`src/design/mf3_pkg.sv`:
```
// shared types, constants and compare helpers of the 3x3 median filter
package mf3_pkg;

    localparam int MAX_WIDTH  = 1024;
    localparam int MAX_HEIGHT = 1024;
    localparam int PIX_W      = 8;
    localparam int COL_W      = $clog2(MAX_WIDTH);
    localparam int ROW_W      = $clog2(MAX_HEIGHT);
    localparam int SIZE_W     = 11;
    localparam int NB_COUNT   = 9;
    localparam int WIN_COUNT  = 6;
    localparam int CFG_IDX_W  = 1;

    localparam logic [SIZE_W-1:0] WIDTH_RESET  = SIZE_W'(640);
    localparam logic [SIZE_W-1:0] HEIGHT_RESET = SIZE_W'(480);

    localparam logic [CFG_IDX_W-1:0] REG_IMAGE_WIDTH  = CFG_IDX_W'(0);
    localparam logic [CFG_IDX_W-1:0] REG_IMAGE_HEIGHT = CFG_IDX_W'(1);

    // queue between front and back, depth must be a power of two
    localparam int FIFO_DEPTH = 4;
    localparam int FIFO_PTR_W = $clog2(FIFO_DEPTH);
    localparam int FIFO_CNT_W = $clog2(FIFO_DEPTH + 1);

    typedef struct packed {
        logic [PIX_W-1:0] in_red;
        logic [PIX_W-1:0] in_green;
        logic [PIX_W-1:0] in_blue;
    } mf3_in_t;

    typedef struct packed {
        logic [PIX_W-1:0] out_red;
        logic [PIX_W-1:0] out_green;
        logic [PIX_W-1:0] out_blue;
        logic [ROW_W-1:0] out_row;
        logic [COL_W-1:0] out_col;
        logic             last_of_run;
        logic             frame_end;
    } mf3_out_t;

    typedef struct packed {
        logic [PIX_W-1:0] red;
        logic [PIX_W-1:0] green;
        logic [PIX_W-1:0] blue;
        logic [ROW_W-1:0] row;
        logic [COL_W-1:0] col;
        logic             interior;
        logic             border;
        logic             frame_last;
    } mf3_info_t;

    typedef struct packed {
        mf3_info_t                          info;
        logic [NB_COUNT-1:0][PIX_W-1:0]     nb;
    } mf3_item_t;

    typedef struct packed {
        logic [PIX_W-1:0] lo;
        logic [PIX_W-1:0] md;
        logic [PIX_W-1:0] hi;
    } mf3_sort3_t;

    function automatic mf3_sort3_t sort3(input logic [PIX_W-1:0] a,
                                         input logic [PIX_W-1:0] b,
                                         input logic [PIX_W-1:0] c);
        logic [PIX_W-1:0] x;
        logic [PIX_W-1:0] y;
        mf3_sort3_t       r;
        x = (a < b) ? a : b;
        y = (a < b) ? b : a;
        if (c < x)
        begin
            r.lo = c;
            r.md = x;
            r.hi = y;
        end
        else if (c < y)
        begin
            r.lo = x;
            r.md = c;
            r.hi = y;
        end
        else
        begin
            r.lo = x;
            r.md = y;
            r.hi = c;
        end
        return r;
    endfunction

    function automatic logic [PIX_W-1:0] max3(input logic [PIX_W-1:0] a,
                                              input logic [PIX_W-1:0] b,
                                              input logic [PIX_W-1:0] c);
        logic [PIX_W-1:0] m;
        m = (a > b) ? a : b;
        return (c > m) ? c : m;
    endfunction

    function automatic logic [PIX_W-1:0] min3(input logic [PIX_W-1:0] a,
                                              input logic [PIX_W-1:0] b,
                                              input logic [PIX_W-1:0] c);
        logic [PIX_W-1:0] m;
        m = (a < b) ? a : b;
        return (c < m) ? c : m;
    endfunction

    // median of three: larger of min(a,b) and min(max(a,b), c)
    function automatic logic [PIX_W-1:0] med3(input logic [PIX_W-1:0] a,
                                              input logic [PIX_W-1:0] b,
                                              input logic [PIX_W-1:0] c);
        logic [PIX_W-1:0] x;
        logic [PIX_W-1:0] y;
        logic [PIX_W-1:0] z;
        x = (a < b) ? a : b;
        y = (a < b) ? b : a;
        z = (y < c) ? y : c;
        return (x > z) ? x : z;
    endfunction

endpackage

```
`src/design/mf3_back.sv`:
```
// back end: pipelined median-of-nine network and result sequencing
module mf3_back (
    input  logic                 clk,
    input  logic                 rst_n,
    input  logic                 item_valid,
    output logic                 item_pop,
    input  mf3_pkg::mf3_item_t   item,
    output logic                 res_valid,
    input  logic                 res_ready,
    output mf3_pkg::mf3_out_t    res
);

    // stage a: each row sorted
    logic                       a_valid_reg;
    mf3_pkg::mf3_info_t         a_info_reg;
    mf3_pkg::mf3_sort3_t        a_sort_reg [3];
    // stage b: max of lows, median of middles, min of highs
    logic                       b_valid_reg;
    mf3_pkg::mf3_info_t         b_info_reg;
    logic [mf3_pkg::PIX_W-1:0]  b_lo_reg;
    logic [mf3_pkg::PIX_W-1:0]  b_md_reg;
    logic [mf3_pkg::PIX_W-1:0]  b_hi_reg;
    // stage c: output register, one or two results per transaction
    logic                       c_valid_reg;
    mf3_pkg::mf3_info_t         c_info_reg;
    logic [mf3_pkg::PIX_W-1:0]  c_med_reg;
    logic                       c_phase_reg;

    logic                       two_results;
    logic                       c_done;
    logic                       c_free;
    logic                       b_free;
    logic                       a_free;

    assign two_results = c_info_reg.interior && c_info_reg.border;
    assign c_done      = c_valid_reg && res_ready && (c_phase_reg || !two_results);
    assign c_free      = !c_valid_reg || c_done;
    assign b_free      = !b_valid_reg || c_free;
    assign a_free      = !a_valid_reg || b_free;
    assign item_pop    = item_valid && a_free;

    always_ff @(posedge clk or negedge rst_n)
    begin
        if (!rst_n)
        begin
            a_valid_reg <= 1'b0;
            b_valid_reg <= 1'b0;
            c_valid_reg <= 1'b0;
            c_phase_reg <= 1'b0;
        end
        else
        begin
            if (a_free)
                a_valid_reg <= item_valid;
            if (b_free)
                b_valid_reg <= a_valid_reg;
            if (c_free)
            begin
                c_valid_reg <= b_valid_reg;
                c_phase_reg <= 1'b0;
            end
            else if (res_ready && !c_phase_reg && two_results)
            begin
                c_phase_reg <= 1'b1;
            end
        end
    end

    always_ff @(posedge clk)
    begin
        if (item_pop)
        begin
            a_info_reg    <= item.info;
            a_sort_reg[0] <= mf3_pkg::sort3(item.nb[0], item.nb[1], item.nb[2]);
            a_sort_reg[1] <= mf3_pkg::sort3(item.nb[3], item.nb[4], item.nb[5]);
            a_sort_reg[2] <= mf3_pkg::sort3(item.nb[6], item.nb[7], item.nb[8]);
        end
        if (b_free && a_valid_reg)
        begin
            b_info_reg <= a_info_reg;
            b_lo_reg   <= mf3_pkg::max3(a_sort_reg[0].lo, a_sort_reg[1].lo,
                                        a_sort_reg[2].lo);
            b_md_reg   <= mf3_pkg::med3(a_sort_reg[0].md, a_sort_reg[1].md,
                                        a_sort_reg[2].md);
            b_hi_reg   <= mf3_pkg::min3(a_sort_reg[0].hi, a_sort_reg[1].hi,
                                        a_sort_reg[2].hi);
        end
        if (c_free && b_valid_reg)
        begin
            c_info_reg <= b_info_reg;
            c_med_reg  <= mf3_pkg::med3(b_lo_reg, b_md_reg, b_hi_reg);
        end
    end

    // median of the pixel up and left first, then the arriving border pixel
    always_comb
    begin
        res_valid = c_valid_reg;
        if (!c_phase_reg && c_info_reg.interior)
        begin
            res.out_red     = c_med_reg;
            res.out_green   = c_med_reg;
            res.out_blue    = c_med_reg;
            res.out_row     = c_info_reg.row - mf3_pkg::ROW_W'(1);
            res.out_col     = c_info_reg.col - mf3_pkg::COL_W'(1);
            res.last_of_run = !c_info_reg.border;
            res.frame_end   = 1'b0;
        end
        else
        begin
            res.out_red     = c_info_reg.red;
            res.out_green   = c_info_reg.green;
            res.out_blue    = c_info_reg.blue;
            res.out_row     = c_info_reg.row;
            res.out_col     = c_info_reg.col;
            res.last_of_run = 1'b1;
            res.frame_end   = c_info_reg.frame_last;
        end
    end

`ifndef SYNTH
    a_phase_needs_pair: assert property (@(posedge clk) disable iff (!rst_n)
        c_phase_reg |-> c_valid_reg && c_info_reg.interior && c_info_reg.border)
        else $error("second result phase on a single-result transaction");
    a_pair_continues: assert property (@(posedge clk) disable iff (!rst_n)
        (c_valid_reg && res_ready && !c_phase_reg && two_results) |=>
        (c_valid_reg && c_phase_reg))
        else $error("border result of a pair was dropped");
    a_frame_end_last: assert property (@(posedge clk) disable iff (!rst_n)
        (res_valid && res.frame_end) |-> res.last_of_run)
        else $error("frame end on a result that is not last of its run");
`endif

endmodule

```
`config.mk`:
```
export PLATFORM = sky130hd
export DESIGN_NAME = mf3_back
export DESIGN_NICKNAME = d
export VERILOG_FILES = /design/src/design/mf3_pkg.sv /design/src/design/mf3_back.sv
export SDC_FILE = /design/constraint.sdc
export NUM_CORES = 1
export LEC_CHECK = 0
export ABC_CLOCK_PERIOD_IN_PS = 18700
export BUFFER_PORTS_ARGS = -buffer_cell sky130_fd_sc_hd__buf_2
export CAP_MARGIN = 15
export CORE_ASPECT_RATIO = 0.5
export CORE_MARGIN = 2
export CORE_UTILIZATION = 65
export CTS_BUF_LIST = sky130_fd_sc_hd__clkbuf_8
export DETAILED_ROUTE_END_ITERATION = 8
export MAX_ROUTING_LAYER = met4
export PLACE_DENSITY = 0.88
export SLEW_MARGIN = 20
export SYNTH_ARGS = -nofsm -noshare
export SYNTH_HDL_FRONTEND = slang
export SYNTH_SLANG_ARGS = --single-unit
```
`constraint.sdc`:
```
create_clock -name clk -period 18.7 [get_ports clk]
set_clock_uncertainty 0.15 [all_clocks]
set_input_delay 0.935 -clock clk [delete_from_list [all_inputs] [get_ports clk]]
set_output_delay 0.935 -clock clk [all_outputs]
set_load 0.05 [all_outputs]
```
==> run_results.csv <==
group,metric,value,unit
status,status,"completed",
detailed_routing,drt_iter0_drc,1069,
sta,tightest_slew,0.9378,ns
critical_path,path_delay_family,"compound AO/OA/AOI/OAI gates",
power_and_ir_drop,powerDensity,147.6,nW/um^2
die,num_io_pins,171,
logic_synthesis,synth.most_common_cell,"edfxtp_1",
sta,final-setup-viol-count,0,
logic_synthesis,ys_seq_area_frac,0.5233,
detailed_routing,wl_per_cell,19.64,um
sta,rsz0062_at_grt,"no",
min_path,hold_class,"input pin to asynchronous set/reset pin",
flow_run,maxCapViolations,0,
critical_path,cp.buffers_inverters,2,
logic_synthesis,ys_ff_latch,249,
sta,final.period_utilization,0.3382,
logic_synthesis,synth_compound_area_frac,0.1397,
final_layout,nFillCells,1419,
logic_synthesis,synth_xor_xnor_area_share,0.009834,
detailed_routing,dr.pass1.iters,8,
critical_path,cp-start-kind,"register",
global_routing,grt_util_all_layers,0.3100,
critical_path,crit_path_frequent_cell,"o21ai_0",
cts,cts_tree,"done",
sta,hold_viol,0,
cts,clk_pin_slew,0.07,ns
die,rows,38,
logic_synthesis,synth_commonest_cells,"edfxtp_1, ha_1, nand2_1, inv_1, a21oi_1",
logic_synthesis,yosys.area.top_type_share,0.5163,
cts,cts_buffer_depth,3,
critical_path,critPathKind,"register to register",
detailed_routing,drc_errors,0,
critical_path,r2r_slack,12.38,ns
sta,report.final.slew_viol_count,0,
logic_synthesis,yosysUniqueCellTypes,64,
cts,htree_levels,2,
critical_path,critPathMaxFanout,29,
die,start_util,0.6602,
logic_synthesis,synth_simple_gate_area_frac,0.1021,
critical_path,cpPeakStageDelay,0.60,ns
global_routing,grt_pass1_vias,10180,
final_layout,instances_no_fill,1769,
cts,clock-root-buffer,"clkbuf_8",
global_routing,grt_max_degree,72,
logic_synthesis,netlist_area,14250,sq um
logic_synthesis,synth_fa_ha_area_frac,0.1220,
sta,hold_slack,0.05954,ns
power_and_ir_drop,p_leak,7.168,nW
final_layout,final_nets,1703,
final_layout,final_layout_size_suffix_gt1_frac,0.1759,
logic_synthesis,synth_area_leaders,"edfxtp_1, ha_1, mux2i_1",
placement,dp_hpwl,25.99,mm
detailed_routing,vias,10680,
logic_synthesis,synth_edf_count,245,
logic_synthesis,synth_top_family_by_area,"compound AO/OA/AOI/OAI gates",
global_routing,overflow,0,
global_routing,grt_pass1_wl,53.44,mm
placement,dp_cells,1703,
global_routing,antenna_found_initial,1,
sta,setup_ws,12.38,ns
sta,slew_headroom,0.3748,
logic_synthesis,ys_dominant_reg_cell,"edfxtp_1",
logic_synthesis,synthCells,1253,
logic_synthesis,async_reset_ff_frac,0.01606,
critical_path,crit_arrival,6.39,ns
detailed_routing,ant_nets,0,
placement,gp_congestion,0.9533,
die,core_area,21590,sq um
logic_synthesis,synth_area_per_cell,11.37,sq um
logic_synthesis,syn-num-nets,1515,
logic_synthesis,yosys_warnings,0,
die,die-area,23200,sq um
sta,fmax,158.1,MHz
die,die_w,213.4,um
final_layout,largest_reg_flops,72,
placement,pre_cts_ws,12.49,ns
sta,period_minus_slack,6.324,ns
cts,cts_sinks,249,
cts,hold_buffers,0,
power_and_ir_drop,peakVddDrop,0.0001107,V
cts,cts_buffers,35,
critical_path,end_kind,"register",
cts,cts.repair.resized,0,
logic_synthesis,synth_top_area_cell,"edfxtp_1",
final_layout,area_growth,13.06,%
detailed_routing,routed_wirelength,34.74,mm
placement,port_buffers,170,
cts,worstSkewPairLatency,0.53,ns
critical_path,slowest_stage,"mux2i_1",
die,die_h,108.7,um
cts,post_cts_buffers,0,
logic_synthesis,synthMuxAreaShare,0.06418,
detailed_routing,via_per_inst,6.037,
critical_path,cp_data_required_time,18.76,ns
sta,setup_tns,0,ns
[cells in the final DEF (no fill, tap or decap), types with 18 or more instances in the layout]
cell type | netlist | layout
buf_2 | 9 | 170
nand3_1 | 18 | 18
edfxtp_1 | 245 | 245
ha_1 | 139 | 139
mux2i_1 | 79 | 79
o21ai_0 | 62 | 62
o21a_1 | 19 | 19
clkbuf_8 | 0 | 35
a21o_1 | 23 | 23
nor2_1 | 87 | 87
inv_1 | 111 | 123
nor3_1 | 21 | 21
a21oi_1 | 102 | 101
nand2_1 | 133 | 133
[worst reg2reg max path, cell delays in order (launching register included)]
cell      delay (ns)
edfxtp_1        0.40
inv_1           0.13
ha_1            0.26
a21oi_1         0.14
o21ai_0         0.22
a21boi_1        0.40
buf_4           0.34
nand2_1         0.08
o21ai_0         0.13
ha_1            0.32
a21o_1          0.17
a21o_1          0.17
a21oi_1         0.21
nand3_1         0.11
a211oi_1        0.21
or2_2           0.40
mux2i_1         0.24
ha_1            0.26
nor2b_1         0.13
o21ai_0         0.18
a21oi_1         0.10
o21bai_1        0.17
a21o_1          0.16
o21ai_0         0.11
mux2i_1         0.60
a221oi_1        0.22
[area by class of cell]
type	count	area (sq um)	area share
diodes	2	5.005	0.0003107
clock buffers	35	481.7	0.02990
clock inverters	28	148.9	0.009242
inverters	111	416.7	0.02586
multi-input cells	862	6277	0.3896
flip-flops and latches	249	7457	0.4629
well taps	300	375.4	0.02330
repair buffers	182	948.4	0.05887
[report_power, final]
group / total, W / internal [W] / switching, W
Clock: 0.000395 / 0.000191 / 0.000204
Combinational: 0.00115 / 0.000406 / 0.000740
Sequential: 0.000838 / 0.000780 / 0.0000577
[cells by family (layout without fill, tap and decap cells)]
group,Yosys count,count (layout)
fa+ha+maj,139,139
xor+xnor,16,16
compound gates,297,297
mux,89,89
other cells,0,2
buf+inv,142,356
flops,249,249
simple gates,321,321
[stage by stage]
| stage | power [W] | util | cell area (sq um) |
|---|---|---|---|
| after floorplan | 0.001666 | - | 14250 |
| after global placement | 0.001904 | 0.7162 | 15460 |
| after detailed placement | 0.001956 | 0.7162 | 15460 |
| after CTS | 0.002361 | 0.7454 | 16090 |
| after global routing | 0.002529 | 0.7462 | 16110 |
| final | 0.002378 | 0.7463 | 16110 |
[metal layers]
metal,part of all wire,vias up,wire length (um),track usage
li1,-,5044,-,-
met1,0.43,5082,14860,0.4006
met2,0.46,485,16150,0.5148
met3,0.085,68,2943,0.05357
met4,0.023,0,785,0.08085
met5,0,-,0,-
[path summary, 6_finish.rpt]
path                                           from  cells past startpoint                        to
max                           b_md_reg[3]$_DFFE_PP_                     25    c_med_reg[1]$_DFFE_PP_
min                                           rst_n                      1   c_phase_reg$_DFFE_PN0P_
max reg2reg                   b_md_reg[3]$_DFFE_PP_                     25    c_med_reg[1]$_DFFE_PP_
min reg2reg                b_info_reg[20]$_DFFE_PP_                      0  c_info_reg[20]$_DFFE_PP_
max in group asynchronous                     rst_n                      1   b_valid_reg$_DFFE_PN0P_
min in group clk           b_info_reg[20]$_DFFE_PP_                      0  c_info_reg[20]$_DFFE_PP_
(Power assumes the default switching activity.)
