--- config.mk ---
export PLATFORM = sky130hd
export DESIGN_NAME = mf3_fifo
export DESIGN_NICKNAME = d
export VERILOG_FILES = /design/src/design/mf3_pkg.sv /design/src/design/mf3_fifo.sv
export SDC_FILE = /design/constraint.sdc
export NUM_CORES = 1
export LEC_CHECK = 0
export BUFFER_PORTS_ARGS = -buffer_cell sky130_fd_sc_hd__clkbuf_2
export CAP_MARGIN = 20
export CORE_AREA = 2 2 191 193
export DETAILED_ROUTE_END_ITERATION = 12
export DIE_AREA = 0 0 193 195
export PLACE_DENSITY = 0.75
export SLEW_MARGIN = 5
export SYNTH_ARGS = -nofsm -noshare
export SYNTH_HDL_FRONTEND = slang
export SYNTH_SLANG_ARGS = --single-unit
export TNS_END_PERCENT = 30
--- constraint.sdc ---
create_clock -name clk -period 4 [get_ports clk]
set_input_delay 0.6 -clock clk [delete_from_list [all_inputs] [get_ports clk]]
set_output_delay 0.6 -clock clk [all_outputs]
set_load 0.05 [all_outputs]
--- src/design/mf3_pkg.sv ---
// shared types, constants and compare helpers of the 3x3 median filter
package mf3_pkg;

    localparam int MAX_WIDTH  = 1024;
    localparam int MAX_HEIGHT = 1024;
    localparam int PIX_W      = 8;
    localparam int COL_W      = $clog2(MAX_WIDTH);
    localparam int ROW_W      = $clog2(MAX_HEIGHT);
    localparam int SIZE_W     = 11;
    localparam int NB_COUNT   = 9;
    localparam int WIN_COUNT  = 6;
    localparam int CFG_IDX_W  = 1;

    localparam logic [SIZE_W-1:0] WIDTH_RESET  = SIZE_W'(640);
    localparam logic [SIZE_W-1:0] HEIGHT_RESET = SIZE_W'(480);

    localparam logic [CFG_IDX_W-1:0] REG_IMAGE_WIDTH  = CFG_IDX_W'(0);
    localparam logic [CFG_IDX_W-1:0] REG_IMAGE_HEIGHT = CFG_IDX_W'(1);

    // queue between front and back, depth must be a power of two
    localparam int FIFO_DEPTH = 4;
    localparam int FIFO_PTR_W = $clog2(FIFO_DEPTH);
    localparam int FIFO_CNT_W = $clog2(FIFO_DEPTH + 1);

    typedef struct packed {
        logic [PIX_W-1:0] in_red;
        logic [PIX_W-1:0] in_green;
        logic [PIX_W-1:0] in_blue;
    } mf3_in_t;

    typedef struct packed {
        logic [PIX_W-1:0] out_red;
        logic [PIX_W-1:0] out_green;
        logic [PIX_W-1:0] out_blue;
        logic [ROW_W-1:0] out_row;
        logic [COL_W-1:0] out_col;
        logic             last_of_run;
        logic             frame_end;
    } mf3_out_t;

    typedef struct packed {
        logic [PIX_W-1:0] red;
        logic [PIX_W-1:0] green;
        logic [PIX_W-1:0] blue;
        logic [ROW_W-1:0] row;
        logic [COL_W-1:0] col;
        logic             interior;
        logic             border;
        logic             frame_last;
    } mf3_info_t;

    typedef struct packed {
        mf3_info_t                          info;
        logic [NB_COUNT-1:0][PIX_W-1:0]     nb;
    } mf3_item_t;

    typedef struct packed {
        logic [PIX_W-1:0] lo;
        logic [PIX_W-1:0] md;
        logic [PIX_W-1:0] hi;
    } mf3_sort3_t;

    function automatic mf3_sort3_t sort3(input logic [PIX_W-1:0] a,
                                         input logic [PIX_W-1:0] b,
                                         input logic [PIX_W-1:0] c);
        logic [PIX_W-1:0] x;
        logic [PIX_W-1:0] y;
        mf3_sort3_t       r;
        x = (a < b) ? a : b;
        y = (a < b) ? b : a;
        if (c < x)
        begin
            r.lo = c;
            r.md = x;
            r.hi = y;
        end
        else if (c < y)
        begin
            r.lo = x;
            r.md = c;
            r.hi = y;
        end
        else
        begin
            r.lo = x;
            r.md = y;
            r.hi = c;
        end
        return r;
    endfunction

    function automatic logic [PIX_W-1:0] max3(input logic [PIX_W-1:0] a,
                                              input logic [PIX_W-1:0] b,
                                              input logic [PIX_W-1:0] c);
        logic [PIX_W-1:0] m;
        m = (a > b) ? a : b;
        return (c > m) ? c : m;
    endfunction

    function automatic logic [PIX_W-1:0] min3(input logic [PIX_W-1:0] a,
                                              input logic [PIX_W-1:0] b,
                                              input logic [PIX_W-1:0] c);
        logic [PIX_W-1:0] m;
        m = (a < b) ? a : b;
        return (c < m) ? c : m;
    endfunction

    // median of three: larger of min(a,b) and min(max(a,b), c)
    function automatic logic [PIX_W-1:0] med3(input logic [PIX_W-1:0] a,
                                              input logic [PIX_W-1:0] b,
                                              input logic [PIX_W-1:0] c);
        logic [PIX_W-1:0] x;
        logic [PIX_W-1:0] y;
        logic [PIX_W-1:0] z;
        x = (a < b) ? a : b;
        y = (a < b) ? b : a;
        z = (y < c) ? y : c;
        return (x > z) ? x : z;
    endfunction

endpackage

--- src/design/mf3_fifo.sv ---
// short queue of classified pixels between front and back
module mf3_fifo (
    input  logic                            clk,
    input  logic                            rst_n,
    input  logic                            push,
    input  mf3_pkg::mf3_item_t              push_item,
    input  logic                            pop,
    output logic                            pop_valid,
    output mf3_pkg::mf3_item_t              pop_item,
    output logic [mf3_pkg::FIFO_CNT_W-1:0]  count
);

    mf3_pkg::mf3_item_t                   store_reg [mf3_pkg::FIFO_DEPTH];
    logic [mf3_pkg::FIFO_PTR_W-1:0]       wr_ptr_reg;
    logic [mf3_pkg::FIFO_PTR_W-1:0]       rd_ptr_reg;
    logic [mf3_pkg::FIFO_CNT_W-1:0]       count_reg;
    logic                                 do_pop;

    assign pop_valid = count_reg != '0;
    assign pop_item  = store_reg[rd_ptr_reg];
    assign count     = count_reg;
    assign do_pop    = pop && pop_valid;

    always_ff @(posedge clk)
    begin
        if (push)
            store_reg[wr_ptr_reg] <= push_item;
    end

    always_ff @(posedge clk or negedge rst_n)
    begin
        if (!rst_n)
        begin
            wr_ptr_reg <= '0;
            rd_ptr_reg <= '0;
            count_reg  <= '0;
        end
        else
        begin
            if (push)
                wr_ptr_reg <= wr_ptr_reg + mf3_pkg::FIFO_PTR_W'(1);
            if (do_pop)
                rd_ptr_reg <= rd_ptr_reg + mf3_pkg::FIFO_PTR_W'(1);
            case ({push, do_pop})
                2'b10:   count_reg <= count_reg + mf3_pkg::FIFO_CNT_W'(1);
                2'b01:   count_reg <= count_reg - mf3_pkg::FIFO_CNT_W'(1);
                default: count_reg <= count_reg;
            endcase
        end
    end

`ifndef SYNTH
    a_no_overflow: assert property (@(posedge clk) disable iff (!rst_n)
        push |-> (count_reg < mf3_pkg::FIFO_CNT_W'(mf3_pkg::FIFO_DEPTH)) || do_pop)
        else $error("queue push while full");
    a_count_tracks: assert property (@(posedge clk) disable iff (!rst_n)
        (push && !do_pop) |=> count_reg == $past(count_reg) + mf3_pkg::FIFO_CNT_W'(1))
        else $error("queue count did not follow a push");
    a_empty_ptrs: assert property (@(posedge clk) disable iff (!rst_n)
        (count_reg == '0) |-> (wr_ptr_reg == rd_ptr_reg))
        else $error("empty queue with pointers apart");
`endif

endmodule

==> summary.txt, run 1 <==
CTS
  • Clock transition at path regs: 60 ps
  • CTS Buffer Depth: 3
  • Clock Latency Late Sink: between 500 and 600 ps
  • Num CTS Buffers: between 40 and 50
  • CTS tree: built
  • Setup bufs post-CTS: 0
  • Clock sink count: 483
  • H-tree levels: 2
  • CTS root buffer: clkbuf_16

Yosys
  • Register bit count reported by yosys: about 480
  • Mean Syn Cell Area: approximately 27 sq um
  • Syn Inst Count: approximately 660
  • Mapped Area: ~18000 sq um
  • Top-area cell type share of the netlist area: 81.34%
  • Seq/Total Area, Yosys: ~82%
  • Syn Nets: a little under 800
  • Yosys warnings: 0
  • Dominant cell type by area after synthesis: edfxtp_1
  • Library cells used by synthesis: 21
  • Synth area leaders: edfxtp_1 81%, mux4_2 15%, dfrtp_1 1.0%

Setup path
  • Startpoint types: flip-flop
  • Crit-path cells: buf_4, mux4_2, clkbuf_2
  • Worst-path fanout max: 33
  • CP bufs+invs: 2
  • Crit path kind: flip-flop to output port
  • Slowest Stage Delay on Critical Path: between 800 and 900 ps
  • Crit-path slowest cell: dfrtp_4
  • R2r startpoint: wr_ptr_reg[0]$_DFFE_PN0P_
  • Critical path endpoint category: output port
  • CP startpoint: rd_ptr_reg[0]$_DFFE_PN0P_
  • CP delay by family, top: flip-flops
  • Critical Path AT: ~2600 ps
  • Critical Path RT: between 3000 and 4000 ps

Place
  • Port Buffer Count: approximately 250
  • Setup Slack @ Placement: 1323 ps
  • RePlAce Congestion: between 0.7 and 0.8
  • DPL Wire Length: 19320 um

Layout
  • Max reg flops: 476
  • Area of the multi-input gates: between 2000 and 3000 sq um
  • # fillers: between 2000 and 2500
  • Share of layout cells above drive strength 1: a little under half
  • Area growth, synth to finish: 19.48%
  • Reg area: 14480 sq um
  • Fin nets: about 1100

Detailed routing
  • Via count: between 7000 and 8000
  • Residual DRC count: 0
  • Antenna-violating nets left: 0
  • Drt first pass iters: 5
  • Total Routed Length: about 32000 um
  • WL per Instance: 21.93 um
  • Detailed Route Iter0 Violations: approximately 390
  • Vias per inst: ~5.4

Global routing
  • Vias in the first global route: around 8400
  • Overall Global Routing Usage: 17.42%
  • Global-route wire length before repair: just under 50000 um
  • GRT Residual Overflow: 0
  • Initial antenna violation count: 3
  • Largest net degree at the start of global routing: 54

Power and ir drop
  • VDD IR-drop max: approximately 760 uV
  • P_leak: roughly 7.2 nW
  • Cell Pwr Density: 859.2 nW/um^2

Timing
  • Post-layout min period: ~3200 ps
  • RSZ-0062 raised after global routing: false
  • Upper clock frequency limit: 0.3144 GHz
  • Final slew viol count: 0
  • Slew @ Worst Pin: between 800 and 900 ps
  • Setup_tns: 0 ps
  • Slew margin rel.: between 40% and 50%
  • Final setup margin: roughly 820 ps
  • Count of final setup violators: 0
  • Layout Skew: 10.69 ps
  • Final Hold Viols: 0
  • Final period util: 79.52%
  • Hold Worst Slack: around 260 ps

Flow run
  • MaxCap Viol Count: 0

Outcome
  • Status: complete, no violations

Floorplanning
  • Core area: between 30000 and 40000 sq um
  • Initial core utilization: between 40% and 50%
  • Die X: 193 um
  • Num rows: 69
  • DIE AREA: 37640 sq um
  • Ports: between 200 and 250
  • Die Span Y: between 150 and 200 um

Worst hold path
  • HP Class: primary input to flip-flop
  • HP Start: push_item[107]
## cell usage after synthesis
cell	instances
edfxtp_1	476
mux4_2	119
buf_2	12
buf_6	9
dfrtp_1	7
inv_1	6
ha_1	5
and2_1	4
xor2_1	4
clkbuf_1	3
nand2_1	2
xnor2_1	2
buf_4	1
buf_8	1
clkbuf_2	1
fa_1	1
mux2i_1	1
nor2_1	1
o21ai_0	1
o31a_1	1
or3_1	1
## stage by stage
| stage | area, sq um | total power [mW] | utilization (%) | instances |
|---|---|---|---|---|
| floorplan | 17570 | 12.46 | - | 658 |
| global placement | 19470 | 13.98 | 55.01 | 1359 |
| detailed placement | 19470 | 14.06 | 55.01 | 1359 |
| CTS | 20990 | 18.33 | 59.30 | 1447 |
| global route | 20990 | 18.82 | 59.30 | 1447 |
| finish | 21000 | 18.04 | 59.32 | 1449 |
## final cells by class
| class | count | share of cell area (%) |
|---|---|---|
| Antenna cell | 2 | 0.02384 |
| Clock buffer | 66 | 6.335 |
| Clock inverter | 21 | 0.8581 |
| Inverter | 6 | 0.1073 |
| Multi-Input combinational cell | 142 | 13.77 |
| Sequential cell | 483 | 68.95 |
| Tap cell | 461 | 2.747 |
| Timing Repair Buffer | 268 | 7.211 |
## metal layers
layer  vias up  track usage, %  wire [um]
met5         -               0          8
li1       3446               -          -
met3        46           6.093       2921
met4         2           4.489        584
met2       264           27.88      15700
met1      4030           23.04      12560
## final timing paths
kind                                          endpoint  slack [ps]  cells after the start
setup reg to reg            store_reg[2][40]$_DFFE_PP_        1890                      4
hold reg to reg              wr_ptr_reg[0]$_DFFE_PN0P_         530                      1
hold / removal             store_reg[1][107]$_DFFE_PP_         260                      1
min in group asynchronous         count[1]$_DFFE_PN0P_         420                      2
setup / recovery                           pop_item[0]         820                      3
max in group asynchronous    rd_ptr_reg[0]$_DFFE_PN0P_        3380                      2
## layout by cell type, fill, tap and decap left out, types with 2 or more instances in the layout
cell       instances
edfxtp_1         476
clkbuf_2         245
mux4_2           119
clkbuf_16         49
clkbuf_1          13
buf_4             13
clkinv_1          12
buf_12             9
inv_1              6
ha_1               5
dfrtp_1            5
and2_4             4
xor2_1             4
clkinv_2           4
clkbuf_8           4
bufinv_16          3
diode_2            2
xnor2_1            2
nand2_1            2
dfrtp_4            2
## timing repair
item / in CTS / in global routing
hold buffers: 1 / 0
endpoints found under the hold margin: 7 / 0
gates resized for setup: 0 / 0
## cell families (layout without fill, tap and decap cells)
logic type	Yosys count	count (layout)	share of synthesized area, %
flip-flops	483	483	82.34
XOR/XNOR	6	6	0.2990
AO/OA/AOI/OAI	2	2	0.07830
multiplexers	120	120	15.31
adder cells (fa/ha/maj)	6	6	0.4699
other	0	2	0
AND/OR/NAND/NOR	8	8	0.2421
buffers and inverters	33	361	1.267
## report_power, final
group	total, mW	switching, mW	internal [mW]	leakage (nW)
Combinational	6.80	4.75	2.05	2.06
Sequential	7.01	0.397	6.62	4.45
Clock	4.23	1.72	2.51	0.736
Total	18.0	6.86	11.2	7.24
## worst register-to-register path: stages, from the launching register on
cell and delay [ps]:
dfrtp_1 420, inv_1 100, ha_1 140, and2_4 510, buf_4 560
Note: power is estimated with default switching activity, not from simulation.
==> run 2, diff against run 1 <==
==> constraint.sdc (replaced) <==
create_clock -name clk -period 2.6 [get_ports clk]
set_input_delay 0.39 -clock clk [delete_from_list [all_inputs] [get_ports clk]]
set_output_delay 0.39 -clock clk [all_outputs]
set_load 0.05 [all_outputs]
==> run 2 against run 1 <==
Against the previous run: core utilization grew 2.9 points; highest routed layer unchanged; routed wire length grew 7.0%; cell count grew 0.55%; die area is the same; combinational power grew 91%; clock skew grew 4.0 ps; critical endpoint is now pop_item[70]; critical path depth grew 2; sequential power grew 50%; largest cell class unchanged; count of clock-buffer cells in the layout shrank 4.
==> summary.txt, run 2 (same netlist as run 1, synthesis figures left out) <==
Global routing
  • Vias in the first global route: around 8500
  • GRT Residual Overflow: 0
  • Initial antenna violation count: 1
  • Overall Global Routing Usage: a little under a fifth
  • Largest net degree at the start of global routing: 76
  • Global-route wire length before repair: roughly 51000 um

Timing
  • Count of final setup violators: 0
  • Final Hold Viols: 0
  • RSZ-0062 raised after global routing: true
  • Final slew viol count: 0
  • Post-layout min period: ~2600 ps
  • Setup_tns: 0 ps
  • Slew margin rel.: ~53%
  • Slew @ Worst Pin: 706.0 ps
  • Upper clock frequency limit: between 0.3 and 0.4 GHz
  • Layout Skew: approximately 15 ps
  • Final period util: between 90% and 100%

CTS
  • CTS Buffer Depth: 3
  • CTS tree: built
  • CTS root buffer: clkbuf_16
  • Num CTS Buffers: 48
  • Clock Latency Late Sink: roughly 560 ps
  • Clock transition at path regs: approximately 60 ps
  • Clock sink count: between 400 and 500
  • H-tree levels: 2

Floorplanning
  • Die Span Y: around 200 um
  • Die X: a little under 200 um
  • Initial core utilization: around 50%
  • DIE AREA: 37640 sq um
  • Core area: 35400 sq um
  • Ports: 246
  • Num rows: about 70

Layout
  • Commonest non-fill, non-tap cell in the layout: edfxtp_1
  • Area growth, synth to finish: 25.30%
  • Final Non-Filler Cells: about 1500
  • Final design utilization: 62.21%
  • Fin nets: ~1100
  • Diode count: 0
  • Most frequent cells in the layout: 476 x edfxtp_1, 130 x clkbuf_2, 119 x mux4_2
  • Max reg flops: between 400 and 500
  • Share of layout cells above drive strength 1: a little under half

Power and ir drop
  • VDD IR-drop max: between 1000 and 1500 uV
  • NetSw: 11.06 mW
  • Logic pwr share: between 40 and 50%
  • Flop pwr share: a little over a third
  • Clk network pwr share: 21.9%
  • Sw Share: approximately 37%
  • Pint: between 15 and 20 mW
  • Cell Pwr Density: ~1400 nW/um^2
  • P_leak: between 7 and 8 nW

Setup path
  • Critical Path RT: 2210 ps
  • Most used cell, CP: buf_12
  • Slowest Stage Delay on Critical Path: between 500 and 600 ps
  • Worst-path fanout max: 10
  • Crit path kind: flip-flop to output port
  • Reg2Reg Setup Slack: approximately 750 ps
  • Critical Path AT: about 2200 ps
  • Crit-path slowest cell: mux4_2
  • Critical Path Stages: 5
  • Crit-path cells: buf_12, buf_12, buf_16, mux4_2, clkbuf_16
  • Critical path endpoint category: output port
  • CP endpoint: pop_item[70]
  • Cells on worst reg2reg path: 7
  • CP bufs+invs: 4
  • CP startpoint: rd_ptr_reg[0]$_DFFE_PN0P_
  • CP delay by family, top: buffers and inverters
  • Critical R2R Capture: count[2]$_DFFE_PN0P_
  • R2r startpoint: count[0]$_DFFE_PN0P_
  • Startpoint types: flip-flop

Detailed routing
  • Vias per inst: around 5.4
  • Total Routed Length: roughly 34000 um
  • Detailed Route Iter0 Violations: just over 400
  • Drt first pass iters: 6
  • WL per Instance: 23.34 um
  • Via count: between 7000 and 8000
  • Antenna-violating nets left: 0
  • Residual DRC count: 0

Outcome
  • Status: complete, no violations

Place
  • Port Buffer Count: 245
  • DPL Wire Length: 19210 um
  • RePlAce Congestion: around 0.73
  • Placed cells: 1357

Worst hold path
  • HP Class: primary input to flip-flop
  • HP Start: push_item[4]
  • Worst hold path depth: 1

Flow run
  • MaxCap Viol Count: 0
-- run 2: cell count changes in the layout (fill, tap and decap cells not counted), moves of 2 or more --
cell and change:
clkbuf_2 -115, buf_8 +30, buf_4 +10, clkinvlp_4 +3, buf_16 +9, clkbuf_8 +26, buf_12 +3, buf_2 +9
buf_6 +7, diode_2 -2, clkinv_2 +3, clkbuf_1 -2, clkbuf_4 +26
-- run 2: how the worst min path moves through the flow --
stage                                              to  slack (ps)
after floorplan                  count[0]$_DFFE_PN0P_          90
after global placement           count[2]$_DFFE_PN0P_         240
after detailed placement         count[2]$_DFFE_PN0P_         250
after CTS                 store_reg[3][111]$_DFFE_PP_           8
after global routing      store_reg[0][117]$_DFFE_PP_          20
final                       store_reg[3][4]$_DFFE_PP_          40
-- run 2: layout make-up --
type | instances | area, sq um
fill | 2369 | 13380
inverter | 6 | 22.52
timing repair buffer | 277 | 2534
multi-input combinational | 142 | 2892
sequential | 483 | 14480
clock inverter | 26 | 222.7
tap | 461 | 576.8
clock buffer | 62 | 1295
-- run 2: worst register-to-register path: stages (launching register included) --
cell and delay [ps]:
dfrtp_1 430, o31a_1 270, ha_1 210, inv_1 70, fa_1 370, xor2_1 150, nor2_1 110, xor2_1 160
-- run 2: what timing repair did --
item                                   CTS  global route
buffers inserted                         6             0
hold buffers                             1             0
gates resized for setup                174            69
cloned                                   6             0
endpoints found under the hold margin    7             0
setup endpoints to repair              119            85
-- run 2: power by group through the flow --
stage	clock network, mW	logic, mW	registers, mW
2_1_floorplan	0	8.38	10.7
3_3_place_gp	0	10.9	10.7
3_5_place_dp	0	10.9	10.7
4_1_cts	6.75	12.9	10.5
5_1_grt	7.05	13.6	10.6
6_report	6.60	13.0	10.5
-- run 2: layer usage --
layer	part of all wire [%]	wire length [um]	track usage, %
met2	50	16840	29.87
met1	41	14080	24.73
met3	7.5	2549	5.230
met5	0.038	13	0
met4	1.5	518	5.275
-- run 2: metrics by stage --
step / setup slack, ps / total power, mW / hold slack (ps) / cell area [sq um]
after detailed placement: 447.3 / 21.62 / 247.2 / 19520
after floorplan: -1227 / 19.12 / 94.41 / 17580
after CTS: -47.88 / 30.22 / 8.423 / 21990
after global placement: 455.4 / 21.51 / 243.8 / 19520
after global routing: -39.62 / 31.29 / 22.08 / 22020
final: 43.50 / 30.12 / 43.70 / 22020
==> run 3, diff against run 2 <==
--- a/config.mk
+++ b/config.mk
@@ -8,9 +8,10 @@
 export BUFFER_PORTS_ARGS = -buffer_cell sky130_fd_sc_hd__clkbuf_2
 export CAP_MARGIN = 20
 export CORE_AREA = 2 2 191 193
+export CTS_CLUSTER_SIZE = 16
 export DETAILED_ROUTE_END_ITERATION = 12
 export DIE_AREA = 0 0 193 195
-export PLACE_DENSITY = 0.75
+export PLACE_DENSITY = 0.7
 export SLEW_MARGIN = 5
 export SYNTH_ARGS = -nofsm -noshare
 export SYNTH_HDL_FRONTEND = slang
==> run 3 against run 2 <==
Against the previous run: count of clock-buffer cells in the layout shrank 7; combinational power decreased by 11%; via count up 0.82%; sequential power hardly changed; routed wire length shrank 2.0%; core utilization decreased by 0.94 points; cell count is 1.4% higher; global-route usage is 0.46 points lower; setup slack got worse by 21 ps; flip-flop and latch count is the same; fmax fell by 0.82%.
==> summary.txt, run 3 (same netlist as run 1, synthesis figures left out) <==
Layout
  • Design Area, Final: ~22000 sq um
  • Most frequent cells in the layout: 476 x edfxtp_1, 156 x clkbuf_2, 119 x mux4_2
  • Commonest non-fill, non-tap cell in the layout: edfxtp_1
  • Final Non-Filler Cells: 1478
  • Reg area: 14480 sq um
  • Final design utilization: approximately 61%
  • Area growth, synth to finish: 23.40%
  • Max reg flops: 476
  • Fin nets: between 1000 and 1500
  • Share of layout cells above drive strength 1: 46.06%
  • Area of the multi-input gates: about 2900 sq um
  • # fillers: ~2400

Global routing
  • Vias in the first global route: about 8700
  • Largest net degree at the start of global routing: 63
  • Global-route wire length before repair: 50160 um
  • GRT Residual Overflow: 0
  • Overall Global Routing Usage: between 10% and 20%
  • Initial antenna violation count: 2

CTS
  • Clock transition at path regs: 60 ps
  • CTS Buffer Depth: 3
  • CTS root buffer: clkbuf_16
  • Num CTS Buffers: 48
  • H-tree levels: 2
  • CTS tree: built
  • Clock sink count: approximately 480
  • Clock Latency Late Sink: 570 ps

Timing
  • Slew margin rel.: between 60 and 70%
  • Final period util: between 90 and 100%
  • Post-layout min period: between 2000 and 3000 ps
  • Final Hold Viols: 0
  • Final setup margin: roughly 22 ps
  • Slew @ Worst Pin: ~580 ps
  • Setup_tns: 0 ps
  • Layout Skew: approximately 18 ps
  • Hold Worst Slack: about 34 ps
  • Count of final setup violators: 0
  • Final slew viol count: 0
  • Upper clock frequency limit: ~0.39 GHz
  • RSZ-0062 raised after global routing: true

Floorplanning
  • Ports: between 200 and 250
  • Initial core utilization: 49.65%
  • Num rows: 69
  • Die Span Y: between 150 and 200 um
  • Core area: 35400 sq um
  • DIE AREA: roughly 38000 sq um
  • Die X: slightly below 200 um

Worst hold path
  • HP Class: primary input to flip-flop

Outcome
  • Status: complete, no violations

Detailed routing
  • WL per Instance: between 20 and 25 um
  • Via count: around 8000
  • Vias per inst: 5.385
  • Antenna-violating nets left: 0
  • Drt first pass iters: 4
  • Total Routed Length: between 30000 and 40000 um
  • Residual DRC count: 0
  • Detailed Route Iter0 Violations: about 530

Setup path
  • Worst-path fanout max: 17
  • Critical Path RT: 2210 ps
  • Critical Path AT: 2190 ps
  • Startpoint types: flip-flop
  • Critical path endpoint category: output port
  • Reg2Reg Setup Slack: approximately 780 ps
  • Crit path kind: flip-flop to output port

Flow run
  • MaxCap Viol Count: 0

Place
  • Port Buffer Count: 245
  • RePlAce Congestion: ~0.69
  • DPL Wire Length: 19200 um
  • Dpl cell area: 19600 sq um
  • Placed cells: around 1400
  • Setup Slack @ Placement: approximately 500 ps

Power and ir drop
  • P_leak: ~7.5 nW
  • Cell Pwr Density: between 1000 and 1500 nW/um^2
  • VDD IR-drop max: between 900 and 1000 uV
  • Power, Total: 28.66 mW
[run 3: cell types whose count changed in the layout (fill, tap and decap cells not counted), moves of 16 or more]
cell / delta
buf_2: +39
buf_8: -30
clkbuf_8: -27
clkbuf_2: +26
dlygate4sd3_1: +26
clkbuf_4: -16
[run 3: power breakdown]
group          internal [mW]  total [mW]  switching [mW]
logic                   3.88        11.6            7.75
registers               10.2        10.5           0.368
clock network           3.73        6.50            2.77
[run 3: per-layer routing]
layer | share of wire, % | up-vias | GRT usage, %
met5 | 0.039 | - | 0
met3 | 8.7 | 42 | 5.967
met1 | 41 | 4165 | 23.57
met4 | 1.7 | 2 | 5.191
li1 | - | 3504 | -
met2 | 49 | 246 | 29.03
[run 3: worst max-delay path, cell delays in order (launching register included)]
cell and delay (ps):
dfrtp_4 480, buf_12 150, clkbuf_16 220, mux4_2 520, buf_2 230
[run 3: final cells by class]
type | count | share of cell area, %
well taps | 461 | 2.660
repair buffers | 302 | 10.35
flip-flops and latches | 483 | 66.76
inverters | 6 | 0.1039
multi-input cells | 142 | 13.33
diodes | 1 | 0.01154
clock buffers | 55 | 5.758
clock inverters | 28 | 1.027
[run 3: path summary, 6_finish.rpt]
path                                           startpoint                   endpoint  cells after the start
worst min register to register  wr_ptr_reg[0]$_DFFE_PN0P_  wr_ptr_reg[0]$_DFFE_PN0P_                      1
worst max register to register       count[0]$_DFFE_PN0P_       count[2]$_DFFE_PN0P_                      7
worst max-delay path            rd_ptr_reg[0]$_DFFE_PN0P_               pop_item[38]                      4
max in group asynchronous                           rst_n  rd_ptr_reg[0]$_DFFE_PN0P_                      2
worst min-delay path                         push_item[7]  store_reg[3][7]$_DFFE_PP_                      1
min in group asynchronous                           rst_n       count[1]$_DFFE_PN0P_                      2
[run 3: repair_timing]
action                                 4_1_cts  5_1_grt
setup endpoints to repair                   91      118
pin swaps                                    0        0
endpoints found under the hold margin       99        0
hold buffers                                27        0
gates resized for setup                     29      126
cloned                                       1        4
setup buffers                                0        3
